`src/design/assert_macros.svh`:
```
// assertion helpers shared by the design files
`ifndef ASSERT_MACROS_SVH
`define ASSERT_MACROS_SVH

// condition holds at every edge outside reset
`define ASSERT_ALWAYS(label, cond) \
  label: assert property (@(posedge clk) disable iff (rst) (cond)) \
    else $error("invariant check failed");

// same-cycle implication
`define ASSERT_IMPL(label, pre, post) \
  label: assert property (@(posedge clk) disable iff (rst) (pre) |-> (post)) \
    else $error("implication check failed");

// next-cycle implication
`define ASSERT_NEXT(label, pre, post) \
  label: assert property (@(posedge clk) disable iff (rst) (pre) |=> (post)) \
    else $error("next-cycle check failed");

`endif

```
`src/design/vtdv_pkg.sv`:
```
// ----------------------------------------------------------------------------
// vtdv_pkg
// Shared types and constants of the temporal derivative variance block.
// ----------------------------------------------------------------------------
package vtdv_pkg;

  localparam int unsigned VOXELS_DEF        = 65536;
  localparam int unsigned MAX_FRAMES_DEF    = 4096;
  localparam int unsigned FRACTION_BITS_DEF = 8;

  localparam int unsigned INDEX_W   = 16;
  localparam int unsigned SAMPLE_W  = 16;
  localparam int unsigned SKIP_W    = 13;
  localparam int unsigned FNUM_W    = 13;
  localparam int unsigned VALUE_W   = 42;
  localparam int unsigned VSUM_W    = 46;
  localparam int unsigned VFC_W     = 13;
  localparam int unsigned FSUM_W    = 50;
  localparam int unsigned FCNT_W    = 17;
  localparam int unsigned SQ_W      = 32;
  localparam int unsigned CFG_IDX_W = 2;
  localparam int unsigned CFG_DAT_W = 16;

  localparam int unsigned QUEUE_DEPTH = 4;

  typedef enum logic [CFG_IDX_W-1:0] {
    CFG_SKIP_FRAMES    = 2'd0,
    CFG_MASK_ENABLE    = 2'd1,
    CFG_MASK_THRESHOLD = 2'd2,
    CFG_ROOT_OUTPUT    = 2'd3
  } cfg_reg_t;

  typedef enum logic [1:0] {
    JOB_CONST = 2'd0,
    JOB_EMPTY = 2'd1,
    JOB_DIV   = 2'd2,
    JOB_RMS   = 2'd3
  } job_op_t;

  typedef struct packed {
    logic [SKIP_W-1:0]          skip_frames;
    logic                       mask_enable;
    logic signed [SAMPLE_W-1:0] mask_threshold;
    logic                       root_output;
  } cfg_t;

  typedef struct packed {
    job_op_t             op;
    logic                kind;
    logic [FNUM_W-1:0]   frame_number;
    logic [FCNT_W-1:0]   voxel_count;
    logic [FSUM_W-1:0]   num;
    logic [FCNT_W-1:0]   den;
  } job_t;

endpackage

```
`src/design/vtdv_queue.sv`:
```
// ----------------------------------------------------------------------------
// vtdv_queue
// Short job queue between the front and the arithmetic back end.
// ----------------------------------------------------------------------------
`include "assert_macros.svh"

module vtdv_queue (
  input  logic           clk,
  input  logic           rst,
  input  vtdv_pkg::job_t din,
  input  logic           push,
  output logic           full,
  output vtdv_pkg::job_t dout,
  input  logic           pop,
  output logic           empty
);

  localparam int unsigned PTR_W = $clog2(vtdv_pkg::QUEUE_DEPTH);

  vtdv_pkg::job_t    slots [vtdv_pkg::QUEUE_DEPTH];
  logic [PTR_W-1:0]  wr_ptr;
  logic [PTR_W-1:0]  rd_ptr;
  logic [PTR_W:0]    count;
  logic              do_push;
  logic              do_pop;

  assign full    = (count == (PTR_W+1)'(vtdv_pkg::QUEUE_DEPTH));
  assign empty   = (count == '0);
  assign do_push = push && !full;
  assign do_pop  = pop && !empty;
  assign dout    = slots[rd_ptr];

  always_ff @(posedge clk) begin
    if (do_push) slots[wr_ptr] <= din;
  end

  always_ff @(posedge clk) begin
    if (rst) begin
      wr_ptr <= '0;
      rd_ptr <= '0;
      count  <= '0;
    end else begin
      if (do_push) wr_ptr <= wr_ptr + 1'b1;
      if (do_pop)  rd_ptr <= rd_ptr + 1'b1;
      count <= count + (PTR_W+1)'(do_push) - (PTR_W+1)'(do_pop);
    end
  end

  `ASSERT_ALWAYS(a_count_bound, count <= (PTR_W+1)'(vtdv_pkg::QUEUE_DEPTH))

endmodule

```
`config.mk`:
```
export PLATFORM = sky130hd
export DESIGN_NAME = vtdv_queue
export DESIGN_NICKNAME = d
export VERILOG_FILES = /design/src/design/vtdv_pkg.sv /design/src/design/vtdv_queue.sv
export VERILOG_INCLUDE_DIRS = /design/src /design/src/design
export SDC_FILE = /design/constraint.sdc
export NUM_CORES = 1
export LEC_CHECK = 0
export BUFFER_PORTS_ARGS = -buffer_cell sky130_fd_sc_hd__buf_4
export CELL_PAD_IN_SITES_DETAIL_PLACEMENT = 0
export CELL_PAD_IN_SITES_GLOBAL_PLACEMENT = 2
export CORE_MARGIN = 2
export CORE_UTILIZATION = 40
export DETAILED_ROUTE_END_ITERATION = 7
export MAX_ROUTING_LAYER = met4
export PLACE_DENSITY = 0.73
export SYNTH_ARGS = -nofsm -noshare
export SYNTH_HDL_FRONTEND = slang
export SYNTH_SLANG_ARGS = --single-unit
export TNS_END_PERCENT = 1
```
`constraint.sdc`:
```
create_clock -name clk -period 5.8 [get_ports clk]
set_input_delay 1.45 -clock clk [delete_from_list [all_inputs] [get_ports clk]]
set_output_delay 1.45 -clock clk [all_outputs]
set_load 0.005 [all_outputs]
```
# --- Word-level counts from Yosys, hierarchy flattened ---
# Memories as Yosys holds them, arrays and structs flattened. A register that Yosys moved wholly into a read port is not among the register bits.
# Index checks and enable logic that the tools add are counted.
op_classes:
  n_reduce_logical: 5
  add_sub_neg: 4
  mux: 4
  eq_ne: 1
op_table:
  columns: ["operator", "count"]
  rows:
  - ["adder 2 x 1 -> 2 bit, second input constant", 2]
  - ["two-way mux 2 bit", 2]
  - ["adder 3 x 1 -> 3 bit", 1]
  - ["equality test 3 bit, second input constant", 1]
  - ["logical NOT 3 bit", 1]
  - ["subtractor 3 x 1 -> 3 bit", 1]
  - ["logical AND 1 bit", 2]
  - ["logical NOT 1 bit", 2]
  - ["two-way mux 1 bit", 2]
word_totals:
  regBits: 7
  input_bits: 104
  elab_cells: 18
  ramBits: 400
  mem_count: 1
  output_inout_bits: 102
memory_table:
  columns: ["name", "words", "word_bits", "read_ports", "rd_clocked_by_memory_dff", "write_ports", "line", "source"]
  rows:
  - ["slots", 4, 100, 1, 1, 1, "vtdv_queue.sv:20", "vtdv_pkg::job_t slots [vtdv_pkg::QUEUE_DEPTH];"]

# --- Depth between registers and ports, before layout ---
# Gate-level depths: netlist (run 1).
depth:
  ltp_word: 5
  mapped_depth: 10
  depth_no_buf: 10

# --- Worst setup path before layout (run 1) ---
# No wires, ideal clock.
synth_timing:
  kind: "input to register"
  startpoint: "in push"
  endpoint: "mem slots[0][0] (netlist bit), enable pin"
  t_arrival_ns: 4.091
  path_stages: 3
  t_required_ns: 5.330
  setup_slack_ns: 1.239
  n_path_buf: 0
  setup_time_ns: 0.470
  cell_sequence: "inv_1 nor2_1 and2_1"
synth_between:
  elab_chain_cells: 3
synth_rtl:
  columns: ["item", "line", "source"]
  rows:
  - ["start: declaration", "vtdv_queue.sv:11", "input logic push,"]
  - ["logical AND 1 bit", "vtdv_queue.sv:29", "assign do_push = push && !full;"]
  - ["two-way mux 1 bit", "vtdv_queue.sv:34", "if (do_push) slots[wr_ptr] <= din;"]
  - ["two-way mux 1 bit (implied by the code)", "vtdv_queue.sv:34", null]
  - ["end: declaration", "vtdv_queue.sv:20", null]
# No other way between the ends.

==> results of run 1 <==
critical path, stage by stage (launching register included):
cell and delay [ps]:
dfxtp_4 860, buf_4 600, mux4_2 600, buf_4 150
flip-flops by register name (all words and copies together), names as in the netlist, named ones only:
name,flops
count,3
rd_ptr,2
slots,400
wr_ptr,2
stage by stage:
step	worst slack, ps	total power, W	utilization
2_1_floorplan	1239	0.004745	-
3_3_place_gp	2023	0.005445	0.4615
3_5_place_dp	1993	0.005484	0.4615
4_1_cts	1410	0.008056	0.4975
5_1_grt	1259	0.008285	0.4977
6_report	1554	0.007920	0.4977
cells by family (layout without fill, tap and decap cells):
family          count (synthesis)  count (layout)  synth area share
flops                         409             409            0.8127
mux                           101             101            0.1508
buf+inv                        31             302           0.01993
simple gates                   17              17          0.006588
fa+ha+maj                       7               7          0.006339
compound gates                  5               5          0.001835
xor+xnor                        3               3          0.001752
other cells                     0               3                 0
cell type report:
type                            count  area [µm²]
Clock inverter                     23       163.9
Fill cell                        2970       18480
Inverter                            8       30.03
Multi-Input combinational cell    133        2520
Tap cell                          468       585.6
Sequential cell                   409       12200
Clock buffer                       54        1160
Antenna cell                        3       7.507
Timing Repair Buffer              217        1642
metal layers:
layer	vias up	track usage	wire length, µm
li1	2948	-	-
met1	3518	0.1950	12110
met2	215	0.2564	14900
met3	49	0.04832	2277
met4	0	0.04149	582
met5	-	-	0
Yosys cell counts (all sizes together):
| master | number |
|---|---|
| a21oi | 2 |
| and2 | 4 |
| buf | 22 |
| clkbuf | 1 |
| dfxtp | 9 |
| edfxtp | 400 |
| fa | 1 |
| ha | 6 |
| inv | 8 |
| mux2i | 1 |
| mux4 | 100 |
| nand2 | 1 |
| nand2b | 2 |
| nor2 | 4 |
| nor2b | 2 |
| nor3 | 1 |
| nor3b | 1 |
| o21ai | 2 |
| o31ai | 1 |
| or3 | 2 |
| xnor2 | 2 |
| xor2 | 1 |
worst max path at each step:
stage                         from     endpoint  cells after the start
final                     register     dout[40]                      3
after global routing      register     dout[43]                      3
after CTS                 register     dout[16]                      3
after detailed placement  register     dout[16]                      3
after global placement    register     dout[16]                      3
after floorplan               push  slots[0][0]                      3
power by group:
part | leakage [nW] | internal [W] | switching, W | total (W)
clock | 0.651 | 0.00150 | 0.00105 | 0.00256
combinational | 1.73 | 0.000948 | 0.000704 | 0.00165
sequential | 3.74 | 0.00355 | 0.000158 | 0.00371
total | 6.12 | 0.00601 | 0.00191 | 0.00792
placed cells by master (no fill, tap or decap), drive strengths merged, types with 2 or more instances in the layout:
cell type,n
a21oi,2
and2,4
buf,217
bufinv,2
clkbuf,54
clkinv,20
dfxtp,9
diode,3
edfxtp,400
ha,6
inv,8
mux4,100
nand2b,2
nor2,4
nor2b,2
o21ai,2
or3,2
xnor2,2
==> metrics.yaml, run 1 <==
logic_synthesis:
  syn_avg_cell_area_um2: 26.18
  ys_seq_elements: 409
  synthCells: 573
  yosysSeqAreaShare: 0.8127
  netlist_area_um2: 15000
  yosysWarnings: 0
  synth_top_cell_area_share: 0.8007
  ys_types: 25
  synth_top_area_cell: "edfxtp_1"
  synth_nets: 684
  ys_top_cells_by_area: "edfxtp_1 (80%), mux4_2 (15%), buf_12 (1.3%)"
clock_network:
  cts_hold_buf: 0
  ctsResizeCount: 0
  h-tree-depth: 2
  insertion_delay_ps: 540
  clock_sinks: 409
  clk_pin_slew_ps: 60
  cts_buffers: 44
  cts_root_buffer: "clkbuf_16"
  clockBufferDepth: 3
  cts_tree: "built"
  cts_setup_buffers: 0
place:
  placed_area_um2: 16980
  place.gp.congestion: 0.7247
  hpwl_um: 18470
  io_buffers: 205
  dp.cells: 1235
grt:
  grt_overflow: 0
  gr-usage-all-layers: 0.1583
  grt_max_degree: 62
  grt_first_pass_wirelength_um: 44500
  antenna_found_initial: 3
  grt_pass1_vias: 7548
die:
  fp.dieH_um: 197.7
  die_w_um: 197.7
  ioPinCount: 206
  num_rows: 70
  start_util: 0.4078
  die_area_um2: 39070
  core_area_um2: 36790
worst_setup_path:
  r2r_setup_slack_ps: 3120
  rr_startpoint: "count[2]"
  path_class: "register to output port"
  end_kind: "output port"
  rr_worst_depth: 4
  timing.critical_path.required_ps: 4350
  startpoint_type: "register"
  rr_endpoint: "slots[1][33]"
  arrival_ps: 2800
  cp_max_fo: 38
sta:
  worstMarginPinSlew_ps: 998.2
  hold_slack_ps: 489.9
  clock_skew_ps: 21.01
  fin_setup_tns_ps: 0
  setup_violations: 0
  rsz0062_at_grt: "false"
  final.period_utilization: 0.7320
  fin_crit_ps: 4246
  slew_viol_final: 0
  slew_headroom: 0.3346
  finalHoldViolCount: 0
  fmax_mhz: 235.5
status:
  status: "finished, final reports clean"
cells_and_area:
  finalNetCount: 924
  finish.instance_area_um2: 18310
  layoutNonFillerInstCount: 1315
  drive_above_1_share: 0.4538
  area_growth_pct: 22.05
pwr:
  power_leakage_nw: 6.117
  power_density_nw_per_um2: 432.6
  worst_ir_drop_vdd_v: 0.0002867
job:
  cap_viol_max_count: 0
detailed_routing:
  routed_wl_um: 29870
  drc: 0
  routed_via_density: 5.118
  vias: 6730
  drt_iter0_drc: 340
  wire_per_inst_um: 22.71
  drt.antenna.violating_nets: 0
  first_pass_iters: 4
min_path:
  hold_class: "register to register"
  hold_start: "rd_ptr[1]"
  min_delay_path_depth: 2
(Power assumes the default switching activity.)
==> inputs of run 2 (changes only) <==
==> constraint.sdc (replaced) <==
create_clock -name clk -period 4.43 [get_ports clk]
set_input_delay 1.1075 -clock clk [delete_from_list [all_inputs] [get_ports clk]]
set_output_delay 1.1075 -clock clk [all_outputs]
set_load 0.005 [all_outputs]
==> run 2 against run 1 <==
Against the previous run: final cell count decreased by 0.15%; sequential power increased by 30%; routed wire length decreased by 0.15%; clock-buffer cell count increased by 1; global-route usage increased by 0.097 points; non-clock buffer count decreased by 1; hold slack improved by 6.7 ps; via count decreased by 0.45%; sequential cell count unchanged; first-iteration DRC count increased by 2.9%; critical path type unchanged.
==> metrics.yaml, run 2 (synthesis gave the netlist of run 1 again) <==
die:
  core_area_um2: 36790  # unchanged
  num_rows: 70  # unchanged
  die_area_um2: 39070  # unchanged
  fp.dieH_um: 197.7  # unchanged
  start_util: 0.4078  # unchanged
  ioPinCount: 206  # unchanged
  die_w_um: 197.7  # unchanged
pwr:
  power_frac_comb: 0.213  # was 0.209
  power_density_nw_per_um2: 570.5  # was 432.6 nW/µm²
  power.share.switching: 0.2395  # was 0.2418
  power_leakage_nw: 6.139  # was 6.117 nW
  worst_ir_drop_vdd_v: 0.0003675  # was 0.0002867 V
  switchingPower_w: 0.002516  # was 0.001915 W
  p_int_w: 0.007988  # was 0.006005 W
  p_seq_frac: 0.458  # was 0.469
  clkPwrFrac: 0.330  # was 0.323
grt:
  gr-usage-all-layers: 0.1592  # was 0.1583
  grt_max_degree: 61  # was 62
  grt_pass1_vias: 7536  # was 7548
  antenna_found_initial: 2  # was 3
  grt_first_pass_wirelength_um: 44840  # was 44500 µm
  grt_overflow: 0  # unchanged
place:
  place.gp.congestion: 0.6975  # was 0.7247
  io_buffers: 205  # unchanged
  hpwl_um: 18210  # was 18470 µm
sta:
  slew_headroom: 0.4587  # was 0.3346
  rsz0062_at_grt: "false"  # unchanged
  final.period_utilization: 0.8025
  setup_violations: 0  # unchanged
  fmax_mhz: 281.3
  clock_skew_ps: 21.15  # was 21.01 ps
  finalHoldViolCount: 0  # unchanged
  fin_crit_ps: 3555
  slew_viol_final: 0  # unchanged
  worstMarginPinSlew_ps: 811.9  # was 998.2 ps
  fin_setup_tns_ps: 0  # unchanged
cells_and_area:
  finalNetCount: 921  # was 924
  final_util: 0.5005  # was 0.4977
  area_growth_pct: 22.74  # was 22.05%
  largest_reg_flops: 400  # unchanged
  nFillCells: 2923  # was 2970
  top_register: "slots"  # unchanged
  reg.largest.list: "slots (400), count (3)"  # unchanged
  final_cell_mix: "edfxtp_1 (400), buf_4 (210), mux4_2 (100), clkbuf_16 (45), clkbuf_1 (10)"  # was edfxtp_1 (400), buf_4 (216), mux4_2 (100), clkbuf_16 (45)
  drive_above_1_share: 0.4531  # was 0.4538
  final_common_cell: "edfxtp_1"  # unchanged
worst_setup_path:
  rr_worst_depth: 10  # was 4
  cp_max_fo: 59  # was 38
  startpoint_type: "register"  # unchanged
  rr_endpoint: "count[2]"  # was slots[1][33]
  timing.critical_path.required_ps: 3320  # was 4350 ps
  end_kind: "output port"  # unchanged
  path_class: "register to output port"  # unchanged
  r2r_setup_slack_ps: 1970  # was 3120 ps
  arrival_ps: 2450  # was 2800 ps
  rr_startpoint: "count[2]"  # unchanged
job:
  cap_viol_max_count: 0  # unchanged
detailed_routing:
  vias: 6700  # was 6730
  first_pass_iters: 7  # was 4
  wire_per_inst_um: 22.72  # was 22.71 µm
  dr_wl_met3_um: 1930  # was 2277 µm
  wl_met2_um: 14920  # was 14900 µm
  routed_via_density: 5.103  # was 5.118
  drt.antenna.violating_nets: 0  # unchanged
  routed.top_layer: "met4"  # unchanged
  drc: 0  # unchanged
  routed_wl_um: 29830  # was 29870 µm
  drt_iter0_drc: 350  # was 340
  m1WireLength_um: 12390  # was 12110 µm
clock_network:
  cts_hold_buf: 0  # unchanged
  cts_buffers: 42  # was 44
  ctsResizeCount: 0  # unchanged
  cts_tree: "built"  # unchanged
  clockBufferDepth: 3  # unchanged
  clk_pin_slew_ps: 60  # about the same
  cts_setup_buffers: 0  # unchanged
  insertion_delay_ps: 540  # about the same
  cts_root_buffer: "clkbuf_16"  # unchanged
  clock_sinks: 409  # unchanged
  h-tree-depth: 2  # unchanged
min_path:
  min_delay_path_depth: 2  # unchanged
  hold_class: "register to register"  # unchanged
  hold_start: "rd_ptr[1]"  # unchanged
status:
  status: "finished, final reports clean"  # unchanged
## run 2: power by group through the flow
stage | logic, W | registers [W] | clock network, W
after detailed placement | 0.00229 | 0.00490 | 0
final | 0.00223 | 0.00481 | 0.00346
after CTS | 0.00230 | 0.00482 | 0.00357
after global routing | 0.00241 | 0.00485 | 0.00371
after floorplan | 0.00140 | 0.00482 | 0
after global placement | 0.00227 | 0.00487 | 0
## run 2: area by class of cell
class                           instances  area, µm²  share of cell area
Timing Repair Buffer                  216       1697             0.09215
Tap cell                              468      585.6             0.03180
Multi-Input combinational cell        133       2520              0.1369
Antenna cell                            2      5.005           0.0002718
Clock inverter                         22      211.5             0.01148
Sequential cell                       409      12200              0.6626
Inverter                                8      30.03            0.001631
Clock buffer                           55       1164             0.06320
## run 2: metal layers
layer / vias up / GRT usage
li1: 2932 / -
met1: 3539 / 0.1993
met2: 185 / 0.2599
met3: 44 / 0.04064
met4: 0 / 0.04344
met5: - / -
## run 2: how the worst max path moves through the flow
stage / startpoint / depth (start not counted) / endpoint / slack [ps]
floorplan: push / 3 / slots[2][0] / 210
global placement: push / 11 / count[2] / 1250
detailed placement: push / 11 / count[2] / 1240
CTS: register / 3 / dout[92] / 750
global route: register / 3 / dout[8] / 670
finish: register / 3 / dout[8] / 870
## run 2: through the flow
stage          power (W)  setup WS [ps]  cell area [µm²]  std cells  hold slack (ps)
6_report         0.01050          874.7            18410       1313            496.6
5_1_grt          0.01097          672.7            18410       1313            519.9
4_1_cts          0.01069          747.4            18410       1311            495.2
3_5_place_dp    0.007190           1239            17030       1234            479.2
3_3_place_gp    0.007135           1253            17030       1234            476.7
2_1_floorplan   0.006212          211.8            15000        573            459.1
## run 2: worst max-delay path: stages, from the launching register on
cell and delay, ps:
dfxtp_4 620, buf_12 470, mux4_2 620, buf_4 160
