[config.mk]
export PLATFORM = sky130hd
export DESIGN_NAME = vtdv_back
export DESIGN_NICKNAME = d
export VERILOG_FILES = /design/src/design/vtdv_pkg.sv /design/src/design/vtdv_back.sv
export VERILOG_INCLUDE_DIRS = /design/src /design/src/design
export SDC_FILE = /design/constraint.sdc
export NUM_CORES = 1
export LEC_CHECK = 0
export BUFFER_PORTS_ARGS = -buffer_cell sky130_fd_sc_hd__buf_2
export CAP_MARGIN = 20
export CORE_MARGIN = 4
export CORE_UTILIZATION = 50
export DETAILED_ROUTE_END_ITERATION = 10
export MAX_ROUTING_LAYER = met4
export PLACE_DENSITY = 0.74
export SYNTH_ARGS = -nofsm -noshare
export SYNTH_HDL_FRONTEND = slang
export SYNTH_SLANG_ARGS = --single-unit
[constraint.sdc]
create_clock -name clk -period 6.26 [get_ports clk]
set_clock_uncertainty 0.1 [all_clocks]
set_input_delay 0.313 -clock clk [delete_from_list [all_inputs] [get_ports clk]]
set_output_delay 0.313 -clock clk [all_outputs]
set_load 0.02 [all_outputs]
[src/design/assert_macros.svh]
// assertion helpers shared by the design files
`ifndef ASSERT_MACROS_SVH
`define ASSERT_MACROS_SVH

// condition holds at every edge outside reset
`define ASSERT_ALWAYS(label, cond) \
  label: assert property (@(posedge clk) disable iff (rst) (cond)) \
    else $error("invariant check failed");

// same-cycle implication
`define ASSERT_IMPL(label, pre, post) \
  label: assert property (@(posedge clk) disable iff (rst) (pre) |-> (post)) \
    else $error("implication check failed");

// next-cycle implication
`define ASSERT_NEXT(label, pre, post) \
  label: assert property (@(posedge clk) disable iff (rst) (pre) |=> (post)) \
    else $error("next-cycle check failed");

`endif

[src/design/vtdv_pkg.sv]
// ----------------------------------------------------------------------------
// vtdv_pkg
// Shared types and constants of the temporal derivative variance block.
// ----------------------------------------------------------------------------
package vtdv_pkg;

  localparam int unsigned VOXELS_DEF        = 65536;
  localparam int unsigned MAX_FRAMES_DEF    = 4096;
  localparam int unsigned FRACTION_BITS_DEF = 8;

  localparam int unsigned INDEX_W   = 16;
  localparam int unsigned SAMPLE_W  = 16;
  localparam int unsigned SKIP_W    = 13;
  localparam int unsigned FNUM_W    = 13;
  localparam int unsigned VALUE_W   = 42;
  localparam int unsigned VSUM_W    = 46;
  localparam int unsigned VFC_W     = 13;
  localparam int unsigned FSUM_W    = 50;
  localparam int unsigned FCNT_W    = 17;
  localparam int unsigned SQ_W      = 32;
  localparam int unsigned CFG_IDX_W = 2;
  localparam int unsigned CFG_DAT_W = 16;

  localparam int unsigned QUEUE_DEPTH = 4;

  typedef enum logic [CFG_IDX_W-1:0] {
    CFG_SKIP_FRAMES    = 2'd0,
    CFG_MASK_ENABLE    = 2'd1,
    CFG_MASK_THRESHOLD = 2'd2,
    CFG_ROOT_OUTPUT    = 2'd3
  } cfg_reg_t;

  typedef enum logic [1:0] {
    JOB_CONST = 2'd0,
    JOB_EMPTY = 2'd1,
    JOB_DIV   = 2'd2,
    JOB_RMS   = 2'd3
  } job_op_t;

  typedef struct packed {
    logic [SKIP_W-1:0]          skip_frames;
    logic                       mask_enable;
    logic signed [SAMPLE_W-1:0] mask_threshold;
    logic                       root_output;
  } cfg_t;

  typedef struct packed {
    job_op_t             op;
    logic                kind;
    logic [FNUM_W-1:0]   frame_number;
    logic [FCNT_W-1:0]   voxel_count;
    logic [FSUM_W-1:0]   num;
    logic [FCNT_W-1:0]   den;
  } job_t;

endpackage

[src/design/vtdv_back.sv]
// ----------------------------------------------------------------------------
// vtdv_back
// Runs queued jobs: bit-serial scaled division, bit-pair square root,
// saturation, and the output register.
// ----------------------------------------------------------------------------
`include "assert_macros.svh"

module vtdv_back #(
  parameter int unsigned FRACTION_BITS = vtdv_pkg::FRACTION_BITS_DEF
) (
  input  logic                                clk,
  input  logic                                rst,
  input  vtdv_pkg::job_t                      job,
  input  logic                                job_empty,
  output logic                                job_pop,
  output logic                                out_valid,
  input  logic                                out_ready,
  output logic                                result_kind,
  output logic [vtdv_pkg::FNUM_W-1:0]         frame_number,
  output logic [vtdv_pkg::VALUE_W-1:0]        value,
  output logic                                no_data,
  output logic [vtdv_pkg::FCNT_W-1:0]         voxel_count
);

  localparam int unsigned NW    = vtdv_pkg::FSUM_W + 2 * FRACTION_BITS;
  localparam int unsigned RW    = NW / 2;
  localparam int unsigned STEP_W = $clog2(NW + 1);

  typedef enum logic [3:0] {
    B_IDLE = 4'b0001,
    B_DIV  = 4'b0010,
    B_SQRT = 4'b0100,
    B_DONE = 4'b1000
  } bstate_t;

  bstate_t state;

  vtdv_pkg::job_t               cur;
  logic [NW-1:0]                dvd;
  logic [vtdv_pkg::FCNT_W-1:0]  rem;
  logic [STEP_W-1:0]            step;
  logic [RW:0]                  srem;
  logic [RW-1:0]                root;
  logic [vtdv_pkg::VALUE_W-1:0] res;
  logic                         res_nd;

  logic [vtdv_pkg::FCNT_W:0]    r2;
  logic                         q_bit;
  logic [RW+2:0]                s2;
  logic [RW+2:0]                trial;
  logic                         r_bit;
  logic                         out_free;

  assign job_pop  = (state == B_IDLE) && !job_empty;
  assign out_free = !out_valid || out_ready;

  always_comb begin
    r2    = {rem, dvd[NW-1]};
    q_bit = (r2 >= {1'b0, cur.den});
    s2    = {srem, dvd[NW-1:NW-2]};
    trial = (RW+3)'({root, 2'b01});
    r_bit = (s2 >= trial);
  end

  always_ff @(posedge clk) begin
    if (rst) begin
      state     <= B_IDLE;
      out_valid <= 1'b0;
    end else begin
      // in the done state the output register is loaded below instead
      if (out_valid && out_ready && (state != B_DONE)) out_valid <= 1'b0;
      unique case (state)
        B_IDLE: begin
          if (!job_empty) begin
            cur  <= job;
            rem  <= '0;
            step <= '0;
            if (job.op == vtdv_pkg::JOB_RMS)
              dvd <= NW'(job.num) << (2 * FRACTION_BITS);
            else
              dvd <= NW'(job.num) << FRACTION_BITS;
            unique case (job.op)
              vtdv_pkg::JOB_CONST: begin
                res    <= vtdv_pkg::VALUE_W'(500) << FRACTION_BITS;
                res_nd <= 1'b0;
                state  <= B_DONE;
              end
              vtdv_pkg::JOB_EMPTY: begin
                res    <= '0;
                res_nd <= 1'b1;
                state  <= B_DONE;
              end
              default: begin
                res_nd <= 1'b0;
                state  <= B_DIV;
              end
            endcase
          end
        end
        B_DIV: begin
          // restoring division, one quotient bit a cycle, quotient shifts into dvd
          rem  <= q_bit ? vtdv_pkg::FCNT_W'(r2 - {1'b0, cur.den})
                        : r2[vtdv_pkg::FCNT_W-1:0];
          dvd  <= {dvd[NW-2:0], q_bit};
          step <= step + 1'b1;
          if (step == STEP_W'(NW - 1)) begin
            step <= '0;
            srem <= '0;
            root <= '0;
            if (cur.op == vtdv_pkg::JOB_RMS) begin
              state <= B_SQRT;
            end else begin
              if ({dvd[NW-2:0], q_bit} > NW'({vtdv_pkg::VALUE_W{1'b1}}))
                res <= {vtdv_pkg::VALUE_W{1'b1}};
              else
                res <= vtdv_pkg::VALUE_W'({dvd[NW-2:0], q_bit});
              state <= B_DONE;
            end
          end
        end
        B_SQRT: begin
          // two radicand bits a cycle
          srem <= r_bit ? (RW+1)'(s2 - trial) : (RW+1)'(s2);
          root <= {root[RW-2:0], r_bit};
          dvd  <= {dvd[NW-3:0], 2'b00};
          step <= step + 1'b1;
          if (step == STEP_W'(RW - 1)) begin
            res   <= vtdv_pkg::VALUE_W'({root[RW-2:0], r_bit});
            state <= B_DONE;
          end
        end
        B_DONE: begin
          if (out_free) begin
            out_valid    <= 1'b1;
            result_kind  <= cur.kind;
            frame_number <= cur.frame_number;
            value        <= res;
            no_data      <= res_nd;
            voxel_count  <= cur.voxel_count;
            state        <= B_IDLE;
          end
        end
        default: state <= B_IDLE;
      endcase
    end
  end

  `ASSERT_IMPL(a_div_nonzero_den, state == B_DIV, cur.den != '0)

endmodule

# Word level (Yosys, flattened, before mapping)

Index checks and enable logic that the tools add are counted.

Bits in registers: 329
Bits of input ports: 104
Output and inout port bits: 76
Word-level logic and storage cells: 93

Add/sub/neg operators: 3
Magnitude comparators: 3
Equality and inequality tests: 16
Muxes and demuxes: 32
Bitwise gates (word level): 2
Reduce and logical (&&, ||, !) cells: 18

Operator list:

| kind                   | number |
|---|---|
| $mux W42               | 5 |
| $pmux W66 S3           | 1 |
| $mux W66               | 2 |
| $pmux W42 S3           | 1 |
| $pmux W42 S2           | 1 |
| $mux W34               | 2 |
| $pmux W34 S2           | 1 |
| $gt A66 B42 Y1 const B | 1 |
| $pmux W33 S2           | 1 |
| $ge A36 B35 Y1         | 1 |
| $mux W17               | 2 |
| $pmux W17 S2           | 1 |
| $sub A34 B34 Y34       | 1 |
| $mux W33               | 1 |
| $mux W4                | 6 |
| $pmux W7 S3            | 1 |
| $ge A18 B17 Y1         | 1 |
| $sub A17 B17 Y17       | 1 |
| $pmux W4 S4            | 1 |
| $reduce_and A3 Y1      | 5 |
| $mux W7                | 2 |
| $ne A2 B2 Y1 const B   | 5 |
| $add A7 B1 Y7 const B  | 1 |
| $eq A7 B6 Y1 const B   | 1 |
| other kinds (20)       | 29 |

# Longest topological paths before layout

Gate-level depths: netlist of the first run.

Depth after elaboration: 6
Depth in mapped cells: 14
Mapped depth without buffers: 12

# Worst setup path after synthesis of the first run

OpenSTA, ideal clock, no wires.

Path type: reg2reg
Start: reg state[0]
End: reg frame_number[0] (netlist name) (enable)
Setup time: 0.597 ns
Data arrival time: 6.121 ns
Data required time: 5.563 ns
Path slack: -0.558 ns
Cell stages (with the launch flop): 3
Buffers on the path: 0
Period minus slack after synthesis: 6.818 ns
Cells stage by stage: dfxtp_1 or4b_2 nor3_1

Cells in the longest elaborated chain, start to end: 2

Ends and longest elaborated chain:

| item                               | line             | text |
|---|---|---|
| start: declaration                 | vtdv_back.sv:36  | `bstate_t state;` |
| start signal: assignment           | vtdv_back.sv:67  | `state <= B_IDLE;` |
| start signal: assignment           | vtdv_back.sv:86  | `state <= B_DONE;` |
| start signal: assignment           | vtdv_back.sv:91  | `state <= B_DONE;` |
| $eq A4 B4 Y1                       | vtdv_back.sv:72  | `unique case (state)` |
| $reduce_and A3 Y1 (no source line) | n/a              |  |
| end signal: assignment             | vtdv_back.sv:136 | `frame_number <= cur.frame_number;` |
| end: declaration                   | vtdv_back.sv:19  | `output logic [vtdv_pkg::FNUM_W-1:0] frame_number,` |

Every way passes these cells.
A chain may end at the register's enable or synchronous reset.

# Final worst setup path of the first run

Start: reg srem[0]
End: reg srem[29] (data pin)

Cells in the longest elaborated chain, start to end: 3
Elaborated cells between the ends (all ways): 4
Those cells by class: add/sub (1); order compare (1); mux (2)

Ends and longest elaborated chain:

| item                                                      | line                              | text |
|---|---|---|
| start: declaration                                        | vtdv_back.sv:42                   | `logic [RW:0] srem;` |
| start signal: assignment                                  | vtdv_back.sv:123                  | `srem <= r_bit ? (RW+1)'(s2 - trial) : (RW+1)'(s2);` |
| $sub A34 B34 Y34 / $ge A36 B35 Y1 (equally long branches) | vtdv_back.sv:123, vtdv_back.sv:62 |  |
| $mux W34 (*)                                              | vtdv_back.sv:123                  |  |
| $pmux W34 S2 (*)                                          | vtdv_back.sv:72                   |  |

Every way passes the cells marked *; elsewhere a longest branch is shown, timed or not.

==> reports/results.ini, run 1 <==
[outcome]
outcome=completed

[cts]
cts_made_buffers=34
post_cts_resized=0
cts-root-buf=clkbuf_16
cts_tree=done
cts_setup_buffers=0
numClockSinks=329
htree_levels=2
clockBufferDepth=3
insertion_delay_ns=0.52
clk_pin_slew_ns=0.06

[hold_path]
hold_path_class=primary input to flop

[final_layout]
multiInputGateArea_um2=5320
fill_cells=2407
seqCellArea_um2=9830
syn2layout_area_growth_pct=19.1
nets=1656
drive_gt1_share_pct=17.6
fin_cells=1917

[pwr]
p_per_area_nw_per_um2=290
vdd_ir_drop_max_uv=219
leakagePower_nw=7.49

[route]
drt_iter0_drc=1108
num_vias=11108
drc_errors=0
postRouteAntennaNets=0
viasPerCell=5.79
wl_per_cell_um=19.7
totalWireLength_um=37800
drtPass1Iterations=6

[place]
gp_congestion=0.896
hpwl_um=24800
dp_cells=1802
portBuffers=179

[timing]
slew_headroom_pct=26.9
finalMaxSlewViolations=0
period_minus_slack_ns=4.02
setup_tns_ns=0
setup_viol=0
worstMarginPinSlew_ns=1.10
min_period_over_period_pct=64.3
rsz0062_at_grt=no
hold_viol_final=0
clock.fmax_ghz=0.249

[logic_synthesis]
synth.yosys.seq_area_share_pct=62.9
syn_area_um2=15600
yosys_register_bits=329
ys_warn_count=0
syn_inst=1266
synth.distinct_cells=65
synth-edff-count=324
syn_nets=1426
synth-async-reset-ratio_pct=0
syn_area_per_cell_um2=12.4
synth_flop_cell=edfxtp_1

[setup_path]
cp.required_ns=6.40
r2r_cells=11
reg2reg_to=srem[29]
critPathKind=flop to flop
worstSetupEndpoint=srem[29]
start_kind=flop
critPathArrivalTime_ns=4.16
reg2reg_from=srem[0]
worstPathMaxFanout=27
r2r_slack_ns=2.24
startpoint=srem[0]
end_kind=flop

[global_route]
first_global_vias=10946
grt_use_total_pct=22.6
antenna_found_initial=1
grt_pass1_wl_um=59800
grt-ovfl-total=0
grt_max_degree=102

[die]
fp-row-count=64
die_y_um=185
start_util_pct=50.9
core_area_um2=30700
io_pins=180
dieWidth_um=185
die_area_um2=34200

[job]
cap_violations=0

worst max-delay path, cell delays in order (launching register included):
cell and delay [ns]:
edfxtp_1 0.39, ha_1 0.38, nor2b_1 0.22, o21bai_1 0.12
a31oi_1 0.43, o21bai_2 0.17, o21ai_2 0.27, nor2_1 0.14
o21ai_4 0.84, buf_4 0.41, mux2i_1 0.22, nor2_1 0.06
timing repair:
action                                 in CTS  in global routing
hold buffers                               52                  0
setup endpoints to repair                   0                  0
endpoints found under the hold margin      52                  0
how the worst min path moves through the flow:
| stage | from | to | slack [ns] | cells past startpoint |
|---|---|---|---|---|
| finish | job[62] | dvd[61] | 0.02 | 3 |
| global route | job[99] | cur[99] | 0.02 | 1 |
| CTS | job[99] | cur[99] | 0.003 | 1 |
| detailed placement | cur[94] | frame_number[10] | 0.30 | 0 |
| global placement | cur[85] | frame_number[1] | 0.30 | 0 |
| floorplan | cur[84] | frame_number[0] | 0.30 | 0 |
routing by layer:
layer	track usage (%)	routed length [µm]	share of wire [%]	vias up
met5	-	0	0	-
met4	5.49	793	2.1	0
met3	3.24	2660	7.0	66
li1	-	-	-	5216
met2	36.4	18700	50	450
met1	30.7	15600	41	5376
layout by cell type (no fill, tap or decap), types with 52 or more instances in the layout:
cell           count
a21oi_1           86
buf_2            179
dlygate4sd3_1     52
edfxtp_1         324
ha_1              55
inv_1             84
mux2i_1           69
nand2_1          102
nor2_1           126
o21ai_0           63
synth_stat cells (3+ instances only):
| cell | count | area (µm²) |
|---|---|---|
| nand3b_1 | 4 | 30.0 |
| xnor2_1 | 32 | 280 |
| buf_2 | 4 | 20.0 |
| a22oi_1 | 33 | 248 |
| inv_1 | 84 | 315 |
| nor2_1 | 127 | 477 |
| or2_2 | 3 | 18.8 |
| nand4_1 | 9 | 56.3 |
| a222oi_1 | 16 | 160 |
| edfxtp_1 | 324 | 9730 |
| and3_1 | 7 | 43.8 |
| a21oi_1 | 86 | 430 |
| xor2_1 | 14 | 123 |
| nand2_1 | 103 | 387 |
| o21bai_1 | 4 | 30.0 |
| a21o_1 | 9 | 67.6 |
| buf_1 | 3 | 11.3 |
| nand3_1 | 12 | 60.1 |
| a22o_1 | 6 | 52.6 |
| o22ai_1 | 5 | 31.3 |
| ha_1 | 55 | 688 |
| a211oi_2 | 3 | 37.5 |
| o21ai_1 | 4 | 20.0 |
| or3_1 | 5 | 31.3 |
| clkbuf_1 | 41 | 154 |
| nor4_1 | 9 | 56.3 |
| and4b_1 | 3 | 30.0 |
| a211oi_1 | 15 | 113 |
| nand2b_1 | 7 | 43.8 |
| dfxtp_1 | 5 | 100 |
| nor4b_1 | 4 | 35.0 |
| o31ai_1 | 4 | 30.0 |
| mux2i_1 | 69 | 691 |
| o21a_1 | 12 | 90.1 |
| o41ai_1 | 3 | 26.3 |
| a31oi_1 | 9 | 56.3 |
| nor2b_1 | 14 | 87.6 |
| o211ai_1 | 13 | 97.6 |
| nor3_1 | 12 | 60.1 |
| o21ai_0 | 63 | 315 |
power breakdown:
group	switching, W	internal [W]
Combinational	0.000382	0.000234
Sequential	0.000101	0.00265
Clock	0.000842	0.00119
Total	0.00132	0.00407
cell families (layout without fill, tap and decap cells):
family / Yosys count / after routing / synth area share (%)
simple gates: 326 / 326 / 9.42
other cells: 0 / 1 / 0
compound gates: 304 / 304 / 12.7
buf+inv: 136 / 390 / 3.52
flops: 329 / 329 / 62.9
mux: 69 / 69 / 4.42
xor+xnor: 46 / 46 / 2.58
fa+ha+maj: 56 / 56 / 4.53
flip-flops by register name, indices dropped and copies added, names as in the netlist:
name          cells
out_valid         1
dvd              66
rem              17
no_data           1
cur              50
voxel_count      17
srem             34
state             4
step              7
res              42
root             33
res_nd            1
frame_number     13
value            42
result_kind       1
area by class of cell:
| cell class | instances | area share [%] |
|---|---|---|
| flip-flops and latches | 329 | 52.8 |
| multi-input cells | 801 | 28.6 |
| repair buffers | 246 | 8.27 |
| clock buffers | 38 | 4.76 |
| well taps | 396 | 2.66 |
| inverters | 84 | 1.69 |
| clock inverters | 22 | 1.22 |
| diodes | 1 | 0.0134 |
stage by stage:
| step | power, W | hold WS [ns] | area [µm²] | util (%) | worst slack (ns) |
|---|---|---|---|---|---|
| floorplan | 0.00315 | 0.300 | 15700 | - | 1.34 |
| global placement | 0.00334 | 0.300 | 17000 | 55.1 | 2.37 |
| detailed placement | 0.00336 | 0.305 | 17000 | 55.1 | 2.25 |
| CTS | 0.00540 | 0.00271 | 18600 | 60.5 | 2.26 |
| global route | 0.00560 | 0.0173 | 18600 | 60.6 | 1.84 |
| finish | 0.00540 | 0.0239 | 18600 | 60.6 | 2.24 |
Note: power is estimated with default switching activity, not from simulation.
==> inputs of run 2 (changes only) <==
clock period = 3.45 ns   (was 6.26 ns; I/O delays follow)
==> reports/results.ini, run 2 (same netlist as run 1, synthesis figures left out) <==
[timing]
finalMaxSlewViolations=0  ; unchanged
worstMarginPinSlew_ns=1.01  ; -0.0823 ns
fin_ws_ns=0.198  ; -2.04 ns
min_period_over_period_pct=94.3  ; +30 points
hold_viol_final=0  ; unchanged
setup_viol=0  ; unchanged
rsz0062_at_grt=no
hold_slack_ns=0.00559  ; -0.0183 ns
period_minus_slack_ns=3.25  ; -0.771 ns
clock.fmax_ghz=0.307  ; +24%
setup_tns_ns=0  ; unchanged
slew_headroom_pct=32.3  ; +5.5 points

[pwr]
leakagePower_nw=7.78  ; +3.9%
p_total_w=0.0100  ; +86%
vdd_ir_drop_max_uv=407  ; +86%
p_per_area_nw_per_um2=520  ; +79%

[global_route]
first_global_vias=11345  ; +3.6%
grt_pass1_wl_um=60700  ; +1.4%
grt-ovfl-total=0  ; unchanged
grt_use_total_pct=23.1  ; +0.49 points
antenna_found_initial=0  ; -1
grt_max_degree=82  ; -20%

[final_layout]
nets=1716  ; +3.6%
final_common_cell=edfxtp_1
num_antenna_cells=0  ; -1
layout_common_cells=edfxtp_1 (324), buf_2 (179), nor2_1 (126)
final_area_um2=19300  ; +3.8%
regMostFlops=dvd
top_regs=dvd: 66 flops, cur: 50 flops
syn2layout_area_growth_pct=23.6
fill_cells=2326  ; -3.4%
drive_gt1_share_pct=17.6  ; +0.029 points
largest_register_ffs=66  ; unchanged

[setup_path]
start_kind=flop
worstPathMaxFanout=4  ; -85%
cp.required_ns=3.58  ; -2.82 ns
end_kind=flop
critPathKind=flop to flop
critPathArrivalTime_ns=3.38  ; -0.78 ns

[route]
postRouteAntennaNets=0  ; unchanged
viasPerCell=5.79  ; about the same
drt_iter0_drc=1219  ; +10%
wl_per_cell_um=19.7  ; -0.31%
drtPass1Iterations=8  ; +2
drc_errors=0  ; unchanged
totalWireLength_um=38800  ; +2.8%
num_vias=11440  ; +3.0%

[cts]
clk_pin_slew_ns=0.07  ; about the same
numClockSinks=329  ; unchanged
cts_made_buffers=35  ; +2.9%
cts-root-buf=clkbuf_16
htree_levels=2  ; unchanged
clockBufferDepth=3  ; unchanged
cts_tree=done
insertion_delay_ns=0.52  ; about the same

[hold_path]
hold_path_class=primary input to flop

[die]
die_area_um2=34200  ; unchanged
io_pins=180  ; unchanged
start_util_pct=50.9  ; unchanged
fp-row-count=64  ; unchanged
dieWidth_um=185  ; unchanged
die_y_um=185  ; unchanged
core_area_um2=30700  ; unchanged

[place]
portBuffers=179  ; unchanged
gp_congestion=0.901  ; +0.58%
placed_area_um2=17100  ; +0.78%
place_ws_ns=0.275  ; -1.98 ns
hpwl_um=25300  ; +2.0%

[job]
cap_violations=0  ; unchanged

[outcome]
outcome=completed

run 2: changes by cell type in the layout (fill, tap and decap cells not counted), sizes merged:
cell and change:
bufinv +1, clkinvlp +2, clkinv -6, dlygate4sd3 +53, diode -1, clkbuf +3, buf +7
run 2: routing by layer:
| layer | share of wire, % | vias up | GRT usage [%] |
|---|---|---|---|
| met5 | 0 | - | - |
| li1 | - | 5329 | - |
| met3 | 7.5 | 87 | 4.26 |
| met2 | 49 | 498 | 37.8 |
| met1 | 40 | 5526 | 29.4 |
| met4 | 3.3 | 0 | 7.37 |
run 2: what timing repair did:
| action | CTS | global route |
|---|---|---|
| hold buffers | 104 | 1 |
| buffers inserted | 0 | 0 |
| setup endpoints to repair | 0 | 2 |
| hold endpoints to repair | 105 | 1 |
| resized for setup | 0 | 1 |
run 2: critical path, stage by stage, from the launching register on:
cell	delay (ns)
edfxtp_1	0.39
ha_1	0.37
a21oi_1	0.35
o21ai_0	0.26
nor3b_1	0.27
o21ai_0	0.28
o221ai_1	0.32
a21oi_1	0.12
or3_1	0.33
nand3_1	0.11
a21oi_1	0.07
run 2: power by group:
part           internal [W]  total, W  switching [W]
combinational      0.000472   0.00118       0.000706
clock               0.00233   0.00387        0.00154
sequential          0.00480   0.00499       0.000191
total               0.00760    0.0100        0.00244
run 2: worst paths after layout:
| path | from | endpoint | slack, ns | cells past startpoint |
|---|---|---|---|---|
| worst min-delay path | job[33] | dvd[32] | 0.006 | 3 |
| worst max-delay path | srem[2] | srem[25] | 0.20 | 10 |
| worst min register to register | res[14] | value[14] | 0.32 | 0 |
| worst max register to register | srem[2] | srem[25] | 0.20 | 10 |
run 2: stage by stage:
stage                     std cells  utilization [%]
after detailed placement       1810             55.6
after global placement         1810             55.6
after global routing           1976             62.8
after CTS                      1975             62.8
after floorplan                1266                -
final                          1976             62.8
run 2: area by class of cell:
class | count | area [µm²] | share of cell area, %
well taps | 396 | 495 | 2.56
clock inverters | 19 | 229 | 1.19
flip-flops and latches | 329 | 9830 | 50.9
clock buffers | 42 | 945 | 4.89
multi-input cells | 801 | 5340 | 27.6
inverters | 84 | 315 | 1.63
repair buffers | 305 | 2170 | 11.2
==> inputs of run 3 (changes only) <==
CORE_UTILIZATION = 53   (was 50)
PLACE_DENSITY = 0.77   (was 0.74)
==> reports/results.ini, run 3 (same netlist as run 1, synthesis figures left out) <==
[cts]
cts-root-buf=clkbuf_16
cts_tree=done
htree_levels=2  ; unchanged
clk_pin_slew_ns=0.06  ; about the same
cts_made_buffers=36  ; +2.9%
numClockSinks=329  ; unchanged
insertion_delay_ns=0.51  ; about the same
clockBufferDepth=3  ; unchanged
cts_setup_buffers=0  ; unchanged

[final_layout]
layout_common_cells=edfxtp_1 (324), buf_2 (179), nor2_1 (126)
top_regs=dvd: 66 flops, cur: 50 flops
largest_register_ffs=66  ; unchanged
syn2layout_area_growth_pct=23.0
final_area_um2=19200  ; -0.43%
final_common_cell=edfxtp_1
nets=1717  ; +0.058%
utilization_pct=66.5  ; +3.7 points
regMostFlops=dvd
drive_gt1_share_pct=17.1  ; -0.48 points

[timing]
period_minus_slack_ns=3.28  ; +0.0246 ns
hold_viol_final=0  ; unchanged
min_period_over_period_pct=95.0  ; +0.71 points
slew_headroom_pct=35.1  ; +2.7 points
setup_viol=0  ; unchanged
finalMaxSlewViolations=0  ; unchanged
clock.fmax_ghz=0.305  ; -0.75%
setup_tns_ns=0  ; unchanged
worstMarginPinSlew_ns=0.974  ; -0.0407 ns
rsz0062_at_grt=no

[job]
cap_violations=0  ; unchanged

[pwr]
vdd_ir_drop_max_uv=457  ; +12%
leakagePower_nw=7.74  ; -0.51%
p_per_area_nw_per_um2=513  ; -1.3%

[die]
start_util_pct=54.0  ; +3.2 points
core_area_um2=28900  ; -5.9%
dieWidth_um=180  ; -2.7%
io_pins=180  ; unchanged
die_y_um=180  ; -2.7%
die_area_um2=32300  ; -5.4%
fp-row-count=62  ; -3.1%

[route]
totalWireLength_um=38800  ; -0.22%
wl_per_cell_um=19.7  ; +0.44%
viasPerCell=5.77  ; -0.33%
num_vias=11327  ; -0.99%
drt_iter0_drc=1149  ; -5.7%
drtPass1Iterations=6  ; -2
drc_errors=0  ; unchanged
postRouteAntennaNets=0  ; unchanged

[outcome]
outcome=completed

[global_route]
first_global_vias=11285  ; -0.53%
grt_pass1_wl_um=61400  ; +1.2%
grt-ovfl-total=0  ; unchanged
grt_max_degree=75  ; -8.5%
grt_use_total_pct=24.0  ; +0.98 points
antenna_found_initial=1  ; +1

[setup_path]
end_kind=flop
start_kind=flop
critPathKind=flop to flop
cp.required_ns=3.59  ; about the same
critPathArrivalTime_ns=3.42  ; +0.04 ns
worstPathMaxFanout=41  ; +37

[place]
portBuffers=179  ; unchanged
gp_congestion=0.869  ; -3.6%
placed_area_um2=17100  ; about the same
hpwl_um=25100  ; -0.72%

[hold_path]
hold_path_class=primary input to flop

-- run 3: cell types whose count changed in the layout (fill, tap and decap cells not counted), sizes merged --
cell and change:
bufinv -2, clkinvlp -1, clkbuf +4, clkinv -4, diode +1, inv +1
-- run 3: worst paths after layout --
path / slack [ns] / startpoint / depth (start not counted) / end
worst max register to register: 0.17 / srem[23] / 10 / srem[26]
worst max-delay path: 0.17 / srem[23] / 10 / srem[26]
worst min-delay path: 0.006 / job[40] / 3 / dvd[39]
worst min register to register: 0.30 / cur[92] / 0 / frame_number[8]
-- run 3: report_power, final --
group	total (W)	switching (W)	internal, W
sequential	0.00500	0.000194	0.00480
clock	0.00370	0.00152	0.00218
combinational	0.00117	0.000697	0.000472
-- run 3: critical path, cell delays in order, from the launching register on --
cell      delay (ns)
edfxtp_1        0.44
ha_1            0.44
a21oi_1         0.33
nor2b_1         0.09
o21a_1          0.20
or4_1           0.50
nor2_1          0.25
o21ai_4         0.11
buf_12          0.20
nand2_1         0.21
o22ai_1         0.12
-- run 3: per-layer routing --
metal	GRT usage (%)	part of all wire [%]
met4	8.26	3.3
met5	-	0
met3	3.29	5.8
met1	31.2	41
met2	39.4	50
-- run 3: through the flow --
stage | total power, W | setup WS, ns | std cells | hold slack (ns)
finish | 0.00987 | 0.173 | 1963 | 0.00627
CTS | 0.00987 | 0.182 | 1962 | 0.00237
global placement | 0.00607 | 0.277 | 1798 | 0.249
detailed placement | 0.00612 | 0.211 | 1798 | 0.251
floorplan | 0.00572 | 0.0485 | 1266 | 0.171
global route | 0.0102 | 0.00310 | 1963 | 0.0179
-- run 3: final cells by class --
class,instances,area (µm²)
Clock buffer,46,960
Inverter,84,315
Clock inverter,13,144
Timing Repair Buffer,305,2170
Antenna cell,1,2.50
Fill cell,2078,9700
Multi-Input combinational cell,801,5340
Tap cell,384,480
Sequential cell,329,9830
-- run 3: repair_timing --
| item | CTS | global route |
|---|---|---|
| hold endpoints to repair | 99 | 0 |
| gates resized for setup | 0 | 1 |
| hold buffers | 105 | 0 |
| setup endpoints to repair | 0 | 1 |
